## src/rtl/dta_pkg.sv

```systemverilog
`timescale 1ns / 1ps
// ---------------------------------------------------------------------------
// dta_pkg: shared types and constants of the debounced temperature alarm
// Register indexes, field widths and the configuration bundle that is
// passed from the register bank to the channel lanes.
// ---------------------------------------------------------------------------
package dta_pkg;

	// Widths fixed by the item and register fields
	localparam int TempW   = 11;
	localparam int TimeW   = 16;
	localparam int StepW   = 10;
	localparam int CountW  = TimeW + 1;
	localparam int NumSlots = 3;

	// Stream and configuration port widths
	localparam int InDataW  = 40;
	localparam int OutDataW = 8;
	localparam int CfgIdxW  = 3;
	localparam int CfgDataW = 16;

	// Register indexes
	localparam logic [CfgIdxW-1:0] RegLowEnable     = 3'd0;
	localparam logic [CfgIdxW-1:0] RegLowThreshold  = 3'd1;
	localparam logic [CfgIdxW-1:0] RegHighEnable    = 3'd2;
	localparam logic [CfgIdxW-1:0] RegHighThreshold = 3'd3;
	localparam logic [CfgIdxW-1:0] RegAlarmTime     = 3'd4;
	localparam logic [CfgIdxW-1:0] RegCountStep     = 3'd5;

	// Register reset values
	localparam logic signed [TempW-1:0] LowThresholdRst  = 11'sd0;
	localparam logic signed [TempW-1:0] HighThresholdRst = 11'sd100;
	localparam logic [TimeW-1:0]        AlarmTimeRst     = 16'd500;
	localparam logic [StepW-1:0]        CountStepRst     = 10'd100;

	// Configuration seen by every lane
	typedef struct packed {
		logic                    low_enable;
		logic signed [TempW-1:0] low_threshold;
		logic                    high_enable;
		logic signed [TempW-1:0] high_threshold;
		logic [TimeW-1:0]        trip_time;
		logic [StepW-1:0]        count_step;
	} dta_cfg_t;

endpackage

```

## src/rtl/dta_lane.sv

```systemverilog
`timescale 1ns / 1ps
// ---------------------------------------------------------------------------
// dta_lane: one channel of the temperature alarm
// Holds the low and high time counters of one channel, advances them on
// each accepted beat and reports the alarm that the updated counters give.
// ---------------------------------------------------------------------------
module dta_lane
	import dta_pkg::*;
(
	input  logic                    clk,
	input  logic                    arst_n,
	input  logic                    accept,
	input  logic signed [TempW-1:0] temp,
	input  dta_cfg_t                cfg,
	output logic                    alarm
);

	logic [CountW-1:0] low_cnt_q;
	logic [CountW-1:0] high_cnt_q;
	logic [CountW-1:0] low_nxt;
	logic [CountW-1:0] high_nxt;
	logic [CountW-1:0] time_ext;

	// Counter update: clear when in range, add while not past the alarm time.
	function automatic logic [CountW-1:0] advance(
		input logic [CountW-1:0] cnt,
		input logic              out_of_range,
		input logic [CountW-1:0] limit,
		input logic [StepW-1:0]  step
	);
		logic [CountW-1:0] res;
		if (!out_of_range) begin
			res = '0;
		end else if (cnt <= limit) begin
			res = cnt + {{(CountW-StepW){1'b0}}, step};
		end else begin
			res = cnt;
		end
		return res;
	endfunction

	assign time_ext = {1'b0, cfg.trip_time};

	// Next counter values; a disabled side is held at zero.
	always_comb begin
		low_nxt  = '0;
		high_nxt = '0;
		if (cfg.low_enable) begin
			low_nxt = advance(low_cnt_q, temp < cfg.low_threshold, time_ext,
				cfg.count_step);
		end
		if (cfg.high_enable) begin
			high_nxt = advance(high_cnt_q, temp > cfg.high_threshold, time_ext,
				cfg.count_step);
		end
	end

	// The alarm follows the counters as they stand after this beat.
	assign alarm = (low_nxt >= time_ext) || (high_nxt >= time_ext);

	always_ff @(posedge clk or negedge arst_n) begin
		if (!arst_n) begin
			low_cnt_q  <= '0;
			high_cnt_q <= '0;
		end else if (accept) begin
			low_cnt_q  <= low_nxt;
			high_cnt_q <= high_nxt;
		end
	end

`ifndef SYNTH
	a_low_disabled_clears: assert property (@(posedge clk) disable iff (!arst_n)
		(accept && !cfg.low_enable) |=> (low_cnt_q == '0))
		else $error("low counter not cleared while its side is disabled");

	a_high_disabled_clears: assert property (@(posedge clk) disable iff (!arst_n)
		(accept && !cfg.high_enable) |=> (high_cnt_q == '0))
		else $error("high counter not cleared while its side is disabled");

	a_counts_hold_idle: assert property (@(posedge clk) disable iff (!arst_n)
		!accept |=> ($stable(low_cnt_q) && $stable(high_cnt_q)))
		else $error("counter moved without an accepted beat");
`endif

endmodule

```

## src/rtl/dta_merge.sv

```systemverilog
`timescale 1ns / 1ps
// ---------------------------------------------------------------------------
// dta_merge: collects the lane alarms into one result beat
// Registers the alarm bits of all lanes and holds them until the
// downstream side takes the beat; it frees itself in the same cycle.
// ---------------------------------------------------------------------------
module dta_merge
	import dta_pkg::*;
(
	input  logic                clk,
	input  logic                arst_n,
	input  logic                accept,
	input  logic [NumSlots-1:0] alarms,
	output logic                free,
	output logic                out_valid,
	input  logic                out_ready,
	output logic [OutDataW-1:0] out_data
);

	logic                valid_q;
	logic [NumSlots-1:0] alarms_q;

	// Room for a new beat when empty or when the held beat leaves now
	assign free = !valid_q || out_ready;

	always_ff @(posedge clk or negedge arst_n) begin
		if (!arst_n) begin
			valid_q <= 1'b0;
		end else if (accept) begin
			valid_q <= 1'b1;
		end else if (out_ready) begin
			valid_q <= 1'b0;
		end
	end

	// Result payload needs no reset
	always_ff @(posedge clk) begin
		if (accept) begin
			alarms_q <= alarms;
		end
	end

	assign out_valid = valid_q;
	assign out_data  = {{(OutDataW-NumSlots){1'b0}}, alarms_q};

`ifndef SYNTH
	a_no_overwrite: assert property (@(posedge clk) disable iff (!arst_n)
		accept |-> free)
		else $error("result register overwritten while still held");

	a_accept_gives_beat: assert property (@(posedge clk) disable iff (!arst_n)
		accept |=> valid_q)
		else $error("accepted beat did not produce a result");

	a_drain_empties: assert property (@(posedge clk) disable iff (!arst_n)
		(valid_q && out_ready && !accept) |=> !valid_q)
		else $error("taken result still shown as valid");
`endif

endmodule

```

## src/rtl/debounced_temperature_alarm.sv

```systemverilog
`timescale 1ns / 1ps
// ---------------------------------------------------------------------------
// debounced_temperature_alarm: debounced low/high alarm over three channels
//
// Channel  Direction  Beat content
// s_*      in         tdata: temp_ch0[10:0], temp_ch1[21:11], temp_ch2[32:22]
// m_*      out        tdata: alarm_ch0[0], alarm_ch1[1], alarm_ch2[2]
// cfg_*    in         write enable, register index, write data
//
// One sample beat is taken every cycle while s_tready is high; its alarm beat
// appears in the next cycle from the result register of the merge stage.
// The lanes compare and update their counters in the accepting cycle.
// Reset clears all counters and loads the register defaults.
// s_tready drops only while a result is held and m_tready is low.
// ---------------------------------------------------------------------------
module debounced_temperature_alarm
	import dta_pkg::*;
#(
	parameter int CHANNELS = 3
) (
	input  logic                clk,
	input  logic                arst_n,
	input  logic                s_tvalid,
	output logic                s_tready,
	input  logic [InDataW-1:0]  s_tdata,   // temp_ch0, temp_ch1, temp_ch2, zero pad
	output logic                m_tvalid,
	input  logic                m_tready,
	output logic [OutDataW-1:0] m_tdata,   // alarm_ch0, alarm_ch1, alarm_ch2, zero pad
	input  logic                cfg_we,
	input  logic [CfgIdxW-1:0]  cfg_index,
	input  logic [CfgDataW-1:0] cfg_wdata
);

	dta_cfg_t            cfg_q;
	logic                s_fire;
	logic [NumSlots-1:0] lane_alarm;

	assign s_fire = s_tvalid && s_tready;

	// Register bank; unknown indexes are ignored
	always_ff @(posedge clk or negedge arst_n) begin
		if (!arst_n) begin
			cfg_q.low_enable     <= 1'b0;
			cfg_q.low_threshold  <= LowThresholdRst;
			cfg_q.high_enable    <= 1'b0;
			cfg_q.high_threshold <= HighThresholdRst;
			cfg_q.trip_time      <= AlarmTimeRst;
			cfg_q.count_step     <= CountStepRst;
		end else if (cfg_we) begin
			unique case (cfg_index)
				RegLowEnable:     cfg_q.low_enable     <= cfg_wdata[0];
				RegLowThreshold:  cfg_q.low_threshold  <= $signed(cfg_wdata[TempW-1:0]);
				RegHighEnable:    cfg_q.high_enable    <= cfg_wdata[0];
				RegHighThreshold: cfg_q.high_threshold <= $signed(cfg_wdata[TempW-1:0]);
				RegAlarmTime:     cfg_q.trip_time      <= cfg_wdata[TimeW-1:0];
				RegCountStep:     cfg_q.count_step     <= cfg_wdata[StepW-1:0];
				default: ;
			endcase
		end
	end

	// One lane per used channel; unused slots never alarm
	for (genvar i = 0; i < NumSlots; i++) begin : g_lane
		if (i < CHANNELS) begin : g_used
			dta_lane u_lane (
				.clk    (clk),
				.arst_n (arst_n),
				.accept (s_fire),
				.temp   ($signed(s_tdata[i*TempW +: TempW])),
				.cfg    (cfg_q),
				.alarm  (lane_alarm[i])
			);
		end else begin : g_unused
			assign lane_alarm[i] = 1'b0;
		end
	end

	// Merge the lane alarms into the result beat
	dta_merge u_merge (
		.clk       (clk),
		.arst_n    (arst_n),
		.accept    (s_fire),
		.alarms    (lane_alarm),
		.free      (s_tready),
		.out_valid (m_tvalid),
		.out_ready (m_tready),
		.out_data  (m_tdata)
	);

`ifndef SYNTH
	a_unused_quiet: assert property (@(posedge clk) disable iff (!arst_n)
		m_tvalid |-> (m_tdata[OutDataW-1:CHANNELS] == '0))
		else $error("alarm raised on an unused channel");

	a_zero_time_alarms: assert property (@(posedge clk) disable iff (!arst_n)
		(s_fire && cfg_q.trip_time == '0) |=> m_tdata[0])
		else $error("zero alarm time did not raise the alarm");

	a_full_rate: assert property (@(posedge clk) disable iff (!arst_n)
		(m_tvalid && m_tready) |-> s_tready)
		else $error("input stalled while the result leaves");

	a_disabled_quiet: assert property (@(posedge clk) disable iff (!arst_n)
		(s_fire && !cfg_q.low_enable && !cfg_q.high_enable
			&& cfg_q.trip_time != '0) |=> (m_tdata == '0))
		else $error("alarm raised with both sides disabled");
`endif

endmodule

```

## config.mk

```make
export PLATFORM = sky130hd
export DESIGN_NAME = debounced_temperature_alarm
export DESIGN_NICKNAME = d
export VERILOG_FILES = /design/src/rtl/dta_pkg.sv /design/src/rtl/dta_lane.sv /design/src/rtl/dta_merge.sv /design/src/rtl/debounced_temperature_alarm.sv
export SDC_FILE = /design/constraint.sdc
export NUM_CORES = 1
export LEC_CHECK = 0
export BUFFER_PORTS_ARGS = -buffer_cell sky130_fd_sc_hd__buf_4
export CORE_MARGIN = 1
export CORE_UTILIZATION = 51
export DETAILED_ROUTE_END_ITERATION = 8
export PLACE_DENSITY_LB_ADDON = 0.08
export SYNTH_ARGS = -nofsm -noshare
export SYNTH_HDL_FRONTEND = slang
export SYNTH_SLANG_ARGS = --single-unit
```

## constraint.sdc

```tcl
create_clock -name clk -period 4.1 [get_ports clk]
set_clock_uncertainty 0.2 [all_clocks]
set_input_delay 0.615 -clock clk [delete_from_list [all_inputs] [get_ports clk]]
set_output_delay 0.615 -clock clk [all_outputs]
set_load 0.05 [all_outputs]
```

==> Yosys cells after proc, flatten, opt, wreduce, memory -nomap -nowiden <==
Index checks and enable logic that the tools add are counted.
{ "word_totals": {"ff_bits": 156, "inputBits": 64, "out_inout_bits": 10, "word_cells": 77} }
{ "op_classes": {"add_sub_neg": 6, "order_cmp": 18, "n_eq_ne": 5, "mux": 20, "reduce_logical": 14} }
{ "op_table": {"columns": ["cell", "count"], "rows": [
  ["$mux W17", 18],
  ["$add A17 B10 Y17", 6],
  ["$ge A17 B16 Y1", 6],
  ["$le A17 B16 Y1", 6],
  ["$gt A11 B11 Y1", 3],
  ["$lt A11 B11 Y1", 3],
  ["$reduce_and A2 Y1", 6],
  ["$eq A3 B2 Y1 const B", 2],
  ["$eq A3 B3 Y1 const B", 2],
  ["$logic_or A1 B1 Y1", 4],
  ["$eq A3 B1 Y1 const B", 1],
  ["$logic_not A3 Y1", 1],
  ["$mux W1", 2],
  ["$reduce_bool A2 Y1", 1],
  ["$logic_and A1 B1 Y1", 1],
  ["$logic_not A1 Y1", 1]
]} }

==> Depth between registers and ports, before layout <==
Gate-level depths: netlist of run 1.
{ "logic_depth": {"depth_word": 6, "ltp_mapped": 20, "mapped_depth_nobuf": 19} }

==> By module <==
From an unflattened synthesis of run 1, not the netlist that was laid out.
{ "hier_totals": {"cells_unflattened": 1920, "area_unflattened_um2": 16990.0} }
{ "by_module_without_submodules": {"columns": ["mod", "n_inst", "cells_per_inst", "area_per_inst_um2", "seq_area_each_um2"], "rows": [
  ["dta_lane (g_lane[0].g_used.u_lane)", 1, 603, 5042.3, 850.8],
  ["dta_lane (g_lane[1].g_used.u_lane)", 1, 582, 4946.0, 850.8],
  ["dta_lane (g_lane[2].g_used.u_lane)", 1, 611, 4839.6, 850.8],
  ["debounced_temperature_alarm", 1, 112, 1983.2, 1266.2],
  ["dta_merge", 1, 12, 178.9, 115.1]
]} }

==> Worst setup path after synthesis of run 1 <==
Ideal clock, no wire load.
{ "synth_path": {"path_type": "flip-flop to flip-flop", "startpoint": "reg cfg_q[16] in the netlist's numbering", "endpoint": "reg u_merge.alarms_q[1] (data pin)", "setup_time_ns": 0.277, "arrival_ns": 4.022, "required_ns": 3.623, "path_slack_ns": -0.398, "stages_incl_launch_ff": 21, "n_path_buf": 2, "period_less_slack_ns": 4.498, "cell_sequence": "dfstp_2 inv_1 ha_1 a21o_1 a21o_1 a221o_1 nor3_1 or2_1 buf_6 buf_6 mux2i_1 nor2_1 ha_1 a21oi_1 nor2b_1 o21ai_0 o211ai_1 a2111oi_0 o21ai_0 a2111oi_0 o211ai_1"} }
{ "synth_between": {"elab_chain_cells": 6, "word_cells_on_any_way": 11, "cone_classes": "4 x order compare; 6 x mux; 1 x reduce/logical"} }
{ "synth_rtl": {"columns": ["item", "line", "source"], "rows": [
  ["start, declared", "debounced_temperature_alarm.sv:34", "dta_cfg_t cfg_q;"],
  ["$le A17 B16 Y1", "dta_lane.sv:34", "end else if (cnt <= limit) begin"],
  ["$mux W17", "dta_lane.sv:34", null],
  ["$mux W17", "dta_lane.sv:32", "if (!out_of_range) begin"],
  ["$mux W17", "dta_lane.sv:52", "if (cfg.high_enable) begin"],
  ["net g_lane[1].g_used.u_lane.high_nxt[4]", "dta_lane.sv:21", "logic [CountW-1:0] high_nxt;"],
  ["$ge A17 B16 Y1", "dta_lane.sv:59", "assign alarm = (low_nxt >= time_ext) || (high_nxt >= time_ext);"],
  ["$logic_or A1 B1 Y1", "dta_lane.sv:59", null],
  ["net g_lane[1].g_used.u_lane.alarm", "dta_lane.sv:15", "output logic alarm"],
  ["end signal, assigned", "dta_merge.sv:39", "alarms_q <= alarms;"],
  ["end, declared", "dta_merge.sv:21", "logic [NumSlots-1:0] alarms_q;"]
]} }
The timed path passes the listed nets, and every way through them passes these cells.
A chain may end at the register's enable or synchronous reset.

==> Worst setup path in the final report of run 1 <==
{ "layout_path": {"startpoint": "reg cfg_q[16] in the netlist's numbering", "endpoint": "reg u_merge.alarms_q[2] (data pin)"} }
{ "layout_between": {"elab_chain_cells": 6, "word_cells_on_any_way": 11, "cone_classes": "4 x order compare; 6 x mux; 1 x reduce/logical"} }
{ "layout_rtl": {"columns": ["item", "line"], "rows": [
  ["$le A17 B16 Y1", "dta_lane.sv:34"],
  ["$mux W17", "dta_lane.sv:34"],
  ["$mux W17", "dta_lane.sv:32"],
  ["$mux W17 (on tied branches)", "dta_lane.sv:48, dta_lane.sv:52"],
  ["$ge A17 B16 Y1", "dta_lane.sv:59"],
  ["$logic_or A1 B1 Y1 *", "dta_lane.sv:59"],
  ["net g_lane[2].g_used.u_lane.alarm", "dta_lane.sv:15"]
]} }
The timed path passes the listed nets; every way through them passes the cells marked *.

==> results of run 1 <==
-- per-stage QoR --
step / setup TNS [ps] / power (mW) / area (µm²) / utilization
2_1_floorplan: -258.9 / 5.537 / 16210 / -
3_3_place_gp: -1351 / 7.893 / 19620 / 0.6347
3_5_place_dp: -1545 / 8.081 / 19620 / 0.6347
4_1_cts: -1318 / 9.808 / 20300 / 0.6569
5_1_grt: -1974 / 10.82 / 20490 / 0.6630
6_report: -1218 / 10.01 / 20490 / 0.6630
-- cell usage in the layout, fill, tap and decap left out, types with 7 or more instances in the layout --
master                        n
sky130_fd_sc_hd__o21bai_1     9
sky130_fd_sc_hd__o2111ai_1    8
sky130_fd_sc_hd__xnor2_1     47
sky130_fd_sc_hd__o21a_1      20
sky130_fd_sc_hd__a21o_1      42
sky130_fd_sc_hd__xor2_1      28
sky130_fd_sc_hd__ha_1       313
sky130_fd_sc_hd__inv_6        7
sky130_fd_sc_hd__mux2i_1     23
sky130_fd_sc_hd__inv_1       94
sky130_fd_sc_hd__nor2b_1     25
sky130_fd_sc_hd__nand2b_1    20
sky130_fd_sc_hd__dfrtp_1    141
sky130_fd_sc_hd__dfstp_2     12
sky130_fd_sc_hd__nor4_1       7
sky130_fd_sc_hd__a21oi_1    103
sky130_fd_sc_hd__buf_4      416
sky130_fd_sc_hd__nand2_1    179
sky130_fd_sc_hd__a211oi_1    19
sky130_fd_sc_hd__or3_1       15
sky130_fd_sc_hd__nor3_1      27
sky130_fd_sc_hd__nand4_1     39
sky130_fd_sc_hd__a31oi_1     23
sky130_fd_sc_hd__clkbuf_16   17
sky130_fd_sc_hd__and3_1      16
sky130_fd_sc_hd__o21ai_1     12
sky130_fd_sc_hd__nor2_1     158
sky130_fd_sc_hd__nand4b_1     8
sky130_fd_sc_hd__o211ai_1    12
sky130_fd_sc_hd__a22o_1      23
sky130_fd_sc_hd__o21ai_0    137
sky130_fd_sc_hd__and2_1      10
sky130_fd_sc_hd__mux2_2      28
sky130_fd_sc_hd__o31ai_1     47
sky130_fd_sc_hd__nand3_1     55
-- state kept, by name, summed over array words and instances (netlist names) --
name / flops
cfg_q: 50
g_lane.g_used.u_lane.high_cnt_q: 51
g_lane.g_used.u_lane.low_cnt_q: 51
u_merge.alarms_q: 3
u_merge.out_valid: 1
-- logic make-up after synthesis --
family / Yosys count
other: 1
xor gates and xnor gates: 75
and+or+nand+nor: 602
DFF: 156
muxes: 56
adders and majority gates: 321
AOI/OAI and AO/OA: 523
buffers and inverters: 153
-- worst max-delay path, stage by stage, from the launching register on --
cell	delay, ps
sky130_fd_sc_hd__dfstp_2	550
sky130_fd_sc_hd__clkinvlp_4	160
sky130_fd_sc_hd__buf_8	200
sky130_fd_sc_hd__ha_1	310
sky130_fd_sc_hd__a211oi_1	240
sky130_fd_sc_hd__o21ai_0	120
sky130_fd_sc_hd__o211ai_1	130
sky130_fd_sc_hd__nand4_1	190
sky130_fd_sc_hd__nand2_2	150
sky130_fd_sc_hd__mux2_2	340
sky130_fd_sc_hd__nand2_1	90
sky130_fd_sc_hd__ha_1	230
sky130_fd_sc_hd__nand2b_1	170
sky130_fd_sc_hd__a2111oi_2	300
sky130_fd_sc_hd__or4_4	180
sky130_fd_sc_hd__a31oi_2	90
sky130_fd_sc_hd__o21a_1	200
sky130_fd_sc_hd__o2111ai_1	200
sky130_fd_sc_hd__and3_1	200
sky130_fd_sc_hd__o221ai_1	100
-- power by group --
part | total (mW) | internal, mW | switching [mW]
logic | 6.28 | 2.97 | 3.30
registers | 2.10 | 1.84 | 0.255
clock network | 1.64 | 0.831 | 0.804
-- worst max path at each step --
stage | startpoint | to | slack, ps | cells after the start
after detailed placement | g_lane[1].g_used.u_lane.high_cnt_q[14] | u_merge.alarms_q[1] | -660 | 20
after global routing | cfg_q[12] | u_merge.alarms_q[2] | -780 | 19
after floorplan | cfg_q[16] | u_merge.alarms_q[1] | -250 | 20
final | cfg_q[16] | u_merge.alarms_q[2] | -500 | 19
after CTS | cfg_q[16] | u_merge.alarms_q[1] | -530 | 20
after global placement | g_lane[1].g_used.u_lane.high_cnt_q[14] | u_merge.alarms_q[1] | -540 | 18
-- timing repair --
item,in CTS,in global routing
hold buffers,0,0
buffers inserted,7,9
endpoints found under the setup margin,3,3
resized for setup,19,32
endpoints found under the hold margin,0,0
pin swaps,19,22
-- cell type report --
type	instances	share of cell area
repair buffers	428	0.1611
multi-input cells	1582	0.5765
flip-flops and latches	156	0.1920
well taps	396	0.02418
clock buffers	18	0.02143
clock inverters	14	0.006838
diodes	1	0.0001221
inverters	97	0.01795
-- metal layers --
layer,GRT usage,vias up,part of all wire,wire [µm]
li1,-,7782,-,-
met4,0.1414,0,0.042,2195
met5,0,-,0,0
met2,0.5479,439,0.45,23660
met3,0.04984,111,0.054,2813
met1,0.4257,7537,0.45,23400
==> flow_summary_export.csv, run 1 <==
group,metric,value,unit
outcome,run_status,"finished, violations left",
outcome,violations,"negative hold slack, negative setup slack",
timing,final_setup_violating_endpoints,3,
place,post-place-ws,-659.4,ps
floorplan,placement_rows,64,
logic_synthesis,post-synth-top-count-cell,"sky130_fd_sc_hd__ha_1",
clock_network,htreeDepth,4,
logic_synthesis,yosys.cell_types.count,81,
clock_network,cts_tree,"yes",
logic_synthesis,post_synth_xor_area_fraction,0.04066,
floorplan,floorplan.initialDensity,0.5227,
drt,routed_wirelength,52080,µm
cells_and_area,area_taken_by_flip_flops_and_latches,3934,µm²
cells_and_area,final_net_count,2667,
drt,drt-initial-drc-count,898,
logic_synthesis,synth-compound-area-share,0.2089,
floorplan,pin_count,74,
cells_and_area,post_route_cells_drive_above_1_share,0.2449,
logic_synthesis,postSynthAreaPerCell,8.562,µm²
drt,vias,15870,
timing,timing.fmax,217.4,MHz
logic_synthesis,ys_seq_area_frac,0.2435,
critical_path,timing.critical_path.from_type,"flop",
cells_and_area,post_route_non_filler_standard_cell_count,2692,
clock_network,tritoncts_num_sinks,156,
timing,hold_violations,14,
floorplan,floorplan.die_area,32400,µm²
floorplan,die_w,180.0,µm
critical_path,worst_ep_required_time,4100,ps
timing,slew-limit-headroom,0.2827,
power_and_ir_drop,static-leakage-power,10.25,nW
timing,finalWorstPathRequiredPeriod,4600,ps
global_route,globalRoute.totalOverflow,0,
place,portBuffers,61,
timing,rsz0062_at_grt,"yes",
critical_path,crit_type,"flop to flop",
clock_network,clkSlewWorstSetupHoldPaths,80,ps
hold_path,min_path_type,"input pin to async pin",
critical_path,r2r_end,"u_merge.alarms_q[2]",
run,drv.max_cap_violation_count,0,
floorplan,chipHeight,180.0,µm
clock_network,clk_path_buf_depth,2,
cells_and_area,multi_input_comb_area,11810,µm²
logic_synthesis,synthArstFlopShare,0.9808,
global_route,grt_antenna_before_repair,2,
cells_and_area,synthesis_to_layout_area_growth,26.84,%
place,dp_hpwl,40870,µm
power_and_ir_drop,vdd_ir_drop_max,0.0004149,V
place,placed_cells_incl_taps,2643,
drt,antenna_left,0,
clock_network,cts_inserted_buffers,17,
critical_path,ff2ff_setup_slack,-500,ps
drt,wl_per_cell,19.35,µm
logic_synthesis,synthTopCellsByArea,"sky130_fd_sc_hd__ha_1, sky130_fd_sc_hd__dfrtp_1, sky130_fd_sc_hd__o21ai_0",
logic_synthesis,post_synth_fa_ha_maj_area_fraction,0.2514,
critical_path,critPathMaxFanout,9,
drt,count_of_tritonroute_iterations_in_the_first_routing_pass,6,
critical_path,setup.worst_path.end_class,"flop",
logic_synthesis,synth_top_family_by_area,"adder cells",
drt,via_cell_ratio,5.895,
clock_network,worst_skew_pair.late_latency,460,ps
logic_synthesis,postSynth.topFlopCell,"sky130_fd_sc_hd__dfrtp_1",
drt,post_detailed_route_drc_marker_count,0,
logic_synthesis,synth-edff-count,3,
critical_path,critical_r2r_launch,"cfg_q[16]",
logic_synthesis,yosys_warnings,0,
clock_network,root_buffer,"sky130_fd_sc_hd__clkbuf_16",
place,globalplace.congestion,0.9449,
logic_synthesis,synth_area,16160,µm²
floorplan,core,30910,µm²
timing,fin_ws,-500.4,ps
logic_synthesis,yosys_register_bits,156,
cells_and_area,nFillCells,2630,
timing,final_min_period_over_clock_period,1.122,
logic_synthesis,synth.top_cells.by_count,"sky130_fd_sc_hd__ha_1, sky130_fd_sc_hd__nand2_1, sky130_fd_sc_hd__nor2_1",
global_route,grt_start_max_net_pins,92,
power_and_ir_drop,power_density,488.3,nW/µm²
logic_synthesis,synth.largest_area_cell,"sky130_fd_sc_hd__ha_1",
global_route,global_route_wire_length_before_repair,84310,µm
timing,hold_ws,-48.25,ps
logic_synthesis,synthSimpleGateAreaFrac,0.1798,
timing,worst_slew_pin_slew,1076,ps
global_route,grt_usage,0.3299,
logic_synthesis,synthMuxAreaShare,0.03709,
global_route,first_global_vias,16240,
logic_synthesis,synthCells,1887,
critical_path,rr_worst_depth,19,
timing,slew_viol_final,0,
critical_path,timing.critical_path.arrival,4600,ps
logic_synthesis,yosysTopAreaCellShare,0.2439,
No activity file was read; power rests on OpenSTA's default activity.
==> run 2: changes to the inputs <==
--- a/config.mk
+++ b/config.mk
@@ -5,6 +5,7 @@
 export SDC_FILE = /design/constraint.sdc
 export NUM_CORES = 1
 export LEC_CHECK = 0
+export ABC_AREA = 1
 export BUFFER_PORTS_ARGS = -buffer_cell sky130_fd_sc_hd__buf_4
 export CORE_MARGIN = 1
 export CORE_UTILIZATION = 51
==> run 2 against run 1 <==
  * The flow now finishes without violations
  * Critical path depth up 5
  * Die area is 11% higher
  * Count of clock-buffer cells in the layout fell by 1
  * Wire length grew 18%
  * Via count is 20% higher
  * Flip-flop and latch count stayed put
  * Core utilization is 3.6 points lower
  * First-iteration DRC count up 57%
  * Cell count grew 26%
  * Synthesized area rose by 11%
  * Register-to-register slack better by 560 ps
==> flow_summary_export.csv, run 2 <==
group,metric,value,unit
place,globalplace.congestion,0.9629,
critical_path,critPathMaxFanout,8,
logic_synthesis,synth.top_cells.by_count,"sky130_fd_sc_hd__nand2_1, sky130_fd_sc_hd__ha_1, sky130_fd_sc_hd__inv_1",
place,post-place-ws,-56.85,ps
power_and_ir_drop,vdd_ir_drop_max,0.0003603,V
cells_and_area,biggestRegsByFlops,"g_lane.g_used.u_lane.high_cnt_q x51, g_lane.g_used.u_lane.low_cnt_q x51, cfg_q x50",
clock_network,clkSlewWorstSetupHoldPaths,90,ps
timing,setup_tns,0,ps
clock_network,cts_tree,"yes",
drt,post_detailed_route_drc_marker_count,0,
critical_path,path_cells,"clkinvlp_4 -> buf_12 -> ha_4 -> nand2_4 -> nor2_4 -> nand2_1 -> nand2_1 -> nand2_1 -> nand3_2 -> nand2_4 -> inv_2 -> nand2_1 -> and3_1 -> ha_1 -> nand2_1 -> inv_1 -> a21oi_1 -> nand4_1 -> nand2_1 -> nand3_1 -> nand2_1 -> nand2_2 -> a21oi_2 -> nand4_1",
timing,slew_viol_final,0,
timing,finalWorstPathRequiredPeriod,4044,ps
critical_path,critPathMaxStageDelay,560,ps
place,portBuffers,61,
critical_path,timing.critical_path.from_type,"flop",
cells_and_area,final_common_cell,"sky130_fd_sc_hd__nand2_1",
critical_path,crit_type,"flop to flop",
critical_path,worst_path_dominant_cell_family,"simple AND/OR/NAND/NOR gates",
drt,via_cell_ratio,5.593,
critical_path,r2r_end,"u_merge.alarms_q[0]",
timing,rsz0062_at_grt,"yes",
critical_path,setup.worst_path.end_class,"flop",
logic_synthesis,synth-edff-count,3,
drt,wl_per_cell,18.14,µm
timing,final_min_period_over_clock_period,0.9863,
cells_and_area,final_net_count,3311,
timing,timing.fmax,247.3,MHz
place,placed_area,20140,µm²
floorplan,floorplan.initialDensity,0.5186,
clock_network,cts_inserted_buffers,17,
logic_synthesis,yosys_register_bits,156,
timing,worst_slew_pin_slew,1008,ps
critical_path,cp.buffers_inverters,4,
critical_path,rr_worst_depth,24,
hold_path,min_path_type,"input pin to async pin",
cells_and_area,mostFrequentLayoutCells,"sky130_fd_sc_hd__nand2_1, sky130_fd_sc_hd__ha_1, sky130_fd_sc_hd__inv_1",
floorplan,floorplan.die_area,35970,µm²
critical_path,ff2ff_setup_slack,60,ps
cells_and_area,post_route_cells_drive_above_1_share,0.1579,
clock_network,worst_skew_pair.late_latency,470,ps
clock_network,tritoncts_num_sinks,156,
logic_synthesis,yosys_warnings,0,
logic_synthesis,yosys.cell_types.count,51,
critical_path,cp_common_cell,"sky130_fd_sc_hd__nand2_1",
logic_synthesis,synthArstFlopShare,0.9808,
drt,vias,18980,
critical_path,timing.critical_path.arrival,4060,ps
logic_synthesis,post-synth-top-count-cell,"sky130_fd_sc_hd__nand2_1",
clock_network,clk_path_buf_depth,2,
logic_synthesis,postSynth.topFlopCell,"sky130_fd_sc_hd__dfrtp_1",
floorplan,core,34630,µm²
logic_synthesis,synth_area,17960,µm²
drt,antenna_left,0,
power_and_ir_drop,fin_total_pwr,8.746,mW
floorplan,pin_count,74,
logic_synthesis,yosysTopAreaCellShare,0.2195,
floorplan,placement_rows,68,
cells_and_area,n_antenna_cell,0,
cells_and_area,synthesis_to_layout_area_growth,20.92,%
global_route,grt_antenna_before_repair,0,
drt,routed_wirelength,61570,µm
critical_path,critical-path-slowest-cell,"sky130_fd_sc_hd__dfstp_2",
logic_synthesis,postSynthAreaPerCell,6.683,µm²
clock_network,htreeDepth,4,
run,drv.max_cap_violation_count,0,
critical_path,critical_r2r_launch,"cfg_q[16]",
global_route,grt_usage,0.3407,
power_and_ir_drop,static-leakage-power,11.85,nW
place,dp_hpwl,46560,µm
critical_path,worst_ep_required_time,4110,ps
cells_and_area,layout.cell_area.non_filler,21710,µm²
global_route,globalRoute.totalOverflow,0,
clock_network,root_buffer,"sky130_fd_sc_hd__clkbuf_16",
logic_synthesis,synthTopCellsByArea,"sky130_fd_sc_hd__ha_1, sky130_fd_sc_hd__dfrtp_1, sky130_fd_sc_hd__nand2_1",
global_route,first_global_vias,17910,
floorplan,die_w,189.7,µm
drt,count_of_tritonroute_iterations_in_the_first_routing_pass,6,
timing,fin_ws,56.20,ps
timing,final_setup_violating_endpoints,0,
logic_synthesis,synth.largest_area_cell,"sky130_fd_sc_hd__ha_1",
cells_and_area,fin_util,0.6271,
logic_synthesis,ys_seq_area_frac,0.2190,
outcome,run_status,"finished, final reports clean",
timing,hold_violations,0,
global_route,global_route_wire_length_before_repair,95260,µm
drt,drt-initial-drc-count,1411,
timing,slew-limit-headroom,0.3261,
logic_synthesis,synthCells,2687,
floorplan,chipHeight,189.7,µm
power_and_ir_drop,power_density,402.8,nW/µm²
global_route,grt_start_max_net_pins,133,
==> run 2: cell families (layout without fill, tap and decap cells) <==
family | count (synthesis) | after routing | synth area share
buffers and inverters | 356 | 600 | 0.08047
xor gates and xnor gates | 55 | 55 | 0.02682
other | 1 | 5 | 0.0002088
adders and majority gates | 321 | 321 | 0.2262
DFF | 156 | 156 | 0.2190
and+or+nand+nor | 1421 | 1425 | 0.3363
AOI/OAI and AO/OA | 377 | 377 | 0.1110
==> run 2: cell type report <==
type                       instances  area (µm²)
multi-input combinational       2183       13160
clock inverter                    15       201.4
sequential                       156        3936
tap                              455       569.3
clock buffer                      17       425.4
fill                            3130       12910
timing repair buffer             268        2268
inverter                         300        1152
==> run 2: power breakdown <==
group | switching, mW | internal (mW)
sequential | 0.294 | 1.79
clock | 0.899 | 0.847
combinational | 2.97 | 1.95
total | 4.16 | 4.58
==> run 2: per-layer routing <==
layer | up-vias | global-route usage | share of wire | wire (µm)
met4 | 0 | 0.1337 | 0.042 | 2589
met1 | 8820 | 0.4511 | 0.44 | 27110
met3 | 143 | 0.04925 | 0.064 | 3962
met2 | 643 | 0.5579 | 0.45 | 27910
met5 | - | 0 | 0 | 0
li1 | 9377 | - | - | -
==> run 2: per-stage QoR <==
stage                     std cells  hold slack [ps]
after detailed placement       3322            272.9
final                          3394            10.71
after global placement         3322            268.0
after global routing           3394            93.23
after CTS                      3354            54.19
after floorplan                2691            119.4
==> run 2: worst max path at each step <==
stage                          end  slack [ps]      start  depth (start not counted)
2_1_floorplan  u_merge.alarms_q[1]         590  cfg_q[14]                         23
3_3_place_gp   u_merge.alarms_q[0]         -30  cfg_q[16]                         24
3_5_place_dp   u_merge.alarms_q[0]         -60  cfg_q[18]                         24
4_1_cts        u_merge.alarms_q[1]          20  cfg_q[16]                         21
5_1_grt        u_merge.alarms_q[0]        -180  cfg_q[16]                         27
6_report       u_merge.alarms_q[0]          60  cfg_q[16]                         24
==> run 2: repair_timing <==
item	CTS	global route
hold buffers	0	0
pin swaps	0	57
resized for setup	4	140
buffers inserted	0	34
gates cloned	0	6
endpoints found under the setup margin	2	3
==> run 3: changes to the inputs <==
--- a/config.mk
+++ b/config.mk
@@ -11,6 +11,7 @@
 export CORE_UTILIZATION = 51
 export DETAILED_ROUTE_END_ITERATION = 8
 export PLACE_DENSITY_LB_ADDON = 0.08
+export RECOVER_POWER = 50
 export SYNTH_ARGS = -nofsm -noshare
 export SYNTH_HDL_FRONTEND = slang
 export SYNTH_SLANG_ARGS = --single-unit
==> run 3 against run 2 <==
  * The run now ends with max-capacitance violations, max-slew violations left
  * Sequential power about the same
  * Die area did not move
  * Flip-flop and latch count unchanged
  * Critical endpoint unchanged
  * Largest cell class unchanged
==> flow_summary_export.csv, run 3 (synthesized netlist as in run 2, its figures left out) <==
group,metric,value,unit
cells_and_area,synthesis_to_layout_area_growth,20.77,%
drt,count_of_tritonroute_iterations_in_the_first_routing_pass,5,
global_route,globalRoute.totalOverflow,0,
timing,final_min_period_over_clock_period,0.9827,
critical_path,critPathMaxFanout,8,
global_route,global_route_wire_length_before_repair,95260,µm
floorplan,pin_count,74,
power_and_ir_drop,fin_total_pwr,8.748,mW
clock_network,ctsHoldBuffers,0,
timing,finalWorstPathRequiredPeriod,4029,ps
timing,hold_ws,205.7,ps
clock_network,cts_inserted_buffers,17,
power_and_ir_drop,share_seq_of_total_power,0.238,
drt,wl_per_cell,18.16,µm
power_and_ir_drop,vdd_ir_drop_max,0.0003605,V
drt,drt-initial-drc-count,1412,
timing,timing.fmax,248.2,MHz
floorplan,core,34630,µm²
critical_path,crit_type,"flop to flop",
critical_path,timing.critical_path.from_type,"flop",
floorplan,placement_rows,68,
timing,final_setup_violating_endpoints,0,
critical_path,timing.critical_path.arrival,4040,ps
timing,setup_tns,0,ps
floorplan,die_w,189.7,µm
hold_path,holdCritStartpoint,"cfg_wdata[13]",
timing,slew_viol_final,76,
power_and_ir_drop,switchingPower,4.168,mW
cells_and_area,post_route_non_filler_standard_cell_count,3395,
floorplan,floorplan.die_area,35970,µm²
clock_network,worst_skew_pair.late_latency,470,ps
clock_network,htreeDepth,4,
run,drv.max_cap_violation_count,1,
drt,via_cell_ratio,5.594,
place,dp_hpwl,46560,µm
timing,worst_slew_pin_slew,2185,ps
timing,hold_violations,0,
cells_and_area,fin_util,0.6263,
power_and_ir_drop,comb_power_share,0.562,
critical_path,setup.worst_path.end_class,"flop",
cells_and_area,nFillCells,3132,
drt,vias,18990,
cells_and_area,final_net_count,3311,
cells_and_area,area_taken_by_flip_flops_and_latches,3936,µm²
floorplan,floorplan.initialDensity,0.5186,
global_route,grt_antenna_before_repair,0,
power_and_ir_drop,power_density,403.4,nW/µm²
floorplan,chipHeight,189.7,µm
timing,slew-limit-headroom,-0.4564,
outcome,run_status,"finished, violations left",
drt,routed_wirelength,61670,µm
clock_network,clk_path_buf_depth,2,
power_and_ir_drop,pwr-share-clk,0.200,
power_and_ir_drop,static-leakage-power,11.82,nW
clock_network,tritoncts_num_sinks,156,
critical_path,worst_ep_required_time,4110,ps
hold_path,min_path_type,"input pin to flop",
cells_and_area,final_common_cell,"sky130_fd_sc_hd__nand2_1",
clock_network,root_buffer,"sky130_fd_sc_hd__clkbuf_16",
cells_and_area,multi_input_comb_area,13160,µm²
place,placed_cells_incl_taps,3322,
cells_and_area,biggestRegsByFlops,"g_lane.g_used.u_lane.high_cnt_q x51, g_lane.g_used.u_lane.low_cnt_q x51, cfg_q x50",
clock_network,clkSlewWorstSetupHoldPaths,90,ps
power_and_ir_drop,switching_share,0.4764,
clock_network,cts_tree,"yes",
outcome,violations,"max-capacitance violations, max-slew violations",
cells_and_area,mostFrequentLayoutCells,"sky130_fd_sc_hd__nand2_1, sky130_fd_sc_hd__ha_1, sky130_fd_sc_hd__inv_1",
critical_path,worstSetupStartpoint,"cfg_q[16]",
global_route,grt_start_max_net_pins,133,
critical_path,critical_r2r_launch,"cfg_q[16]",
timing,rsz0062_at_grt,"yes",
power_and_ir_drop,pint,4.580,mW
place,globalplace.congestion,0.9629,
global_route,first_global_vias,17910,
drt,antenna_left,0,
cells_and_area,post_route_cells_drive_above_1_share,0.1558,
place,portBuffers,61,
global_route,grt_usage,0.3407,
drt,post_detailed_route_drc_marker_count,0,
==> run 3: cell count changes in the layout (fill, tap and decap cells not counted), sizes merged <==
cell and change:
clkbuf +7, diode +1, buf -7
==> run 3: power groups by stage <==
stage	clock, mW	sequential [mW]	combinational [mW]
3_5_place_dp	0	2.08	4.46
2_1_floorplan	0	2.00	2.88
4_1_cts	1.76	2.05	4.50
6_report	1.75	2.08	4.92
5_1_grt	1.83	2.11	5.48
3_3_place_gp	0	2.07	4.33
==> run 3: worst max-delay path, stage by stage, from the launching register on <==
cell and delay [ps]:
sky130_fd_sc_hd__dfstp_2 560, sky130_fd_sc_hd__clkinvlp_4 190, sky130_fd_sc_hd__buf_12 210, sky130_fd_sc_hd__ha_4 290, sky130_fd_sc_hd__nand2_4 60, sky130_fd_sc_hd__nor2_4 100, sky130_fd_sc_hd__nand2_1 60, sky130_fd_sc_hd__nand2_1 70
sky130_fd_sc_hd__nand2_1 60, sky130_fd_sc_hd__nand3_2 110, sky130_fd_sc_hd__nand2_4 100, sky130_fd_sc_hd__inv_2 140, sky130_fd_sc_hd__nand2_1 80, sky130_fd_sc_hd__and3_1 170, sky130_fd_sc_hd__ha_1 270, sky130_fd_sc_hd__nand2_1 90
sky130_fd_sc_hd__inv_1 50, sky130_fd_sc_hd__a21oi_1 190, sky130_fd_sc_hd__nand4_1 170, sky130_fd_sc_hd__nand2_1 110, sky130_fd_sc_hd__nand3_1 70, sky130_fd_sc_hd__nand2_1 80, sky130_fd_sc_hd__nand2_2 80, sky130_fd_sc_hd__a21oi_2 170
sky130_fd_sc_hd__nand4_1 80
==> run 3: path summary, 6_finish.rpt <==
check | to | slack [ps] | cells past startpoint
max | u_merge.alarms_q[0] | 70 | 24
min | cfg_q[23] | 210 | 3
max reg2reg | u_merge.alarms_q[0] | 70 | 24
min reg2reg | cfg_q[34] | 290 | 2
max in group asynchronous | cfg_q[7] | 990 | 2
min in group asynchronous | g_lane[2].g_used.u_lane.low_cnt_q[15] | 580 | 1
==> run 3: cell type report <==
| type | instances | share of cell area |
|---|---|---|
| repair buffers | 268 | 0.1033 |
| well taps | 455 | 0.02625 |
| clock buffers | 17 | 0.01961 |
| multi-input cells | 2183 | 0.6068 |
| inverters | 300 | 0.05313 |
| flip-flops and latches | 156 | 0.1815 |
| diodes | 1 | 0.0001154 |
| clock inverters | 15 | 0.009288 |
==> run 3: timing repair <==
action,in CTS,in global routing
setup endpoints to repair,2,3
pin swaps,0,57
gates cloned,0,6
buffers inserted,0,34
gates resized for setup,4,140
==> run 3: per-stage QoR <==
stage               area [µm²]  worst slack [ps]
finish                   21690             70.73
floorplan                17970             588.7
CTS                      20780             18.19
global placement         20140            -31.14
global route             21690            -182.6
detailed placement       20140            -56.85
==> run 3: per-layer routing <==
layer | global-route usage | share of wire | wire length [µm] | up-vias
met2 | 0.5579 | 0.46 | 28150 | 647
li1 | - | - | - | 9377
met1 | 0.4511 | 0.44 | 27120 | 8830
met3 | 0.04925 | 0.064 | 3966 | 138
met4 | 0.1337 | 0.039 | 2427 | 0
met5 | 0 | 0 | 0 | -
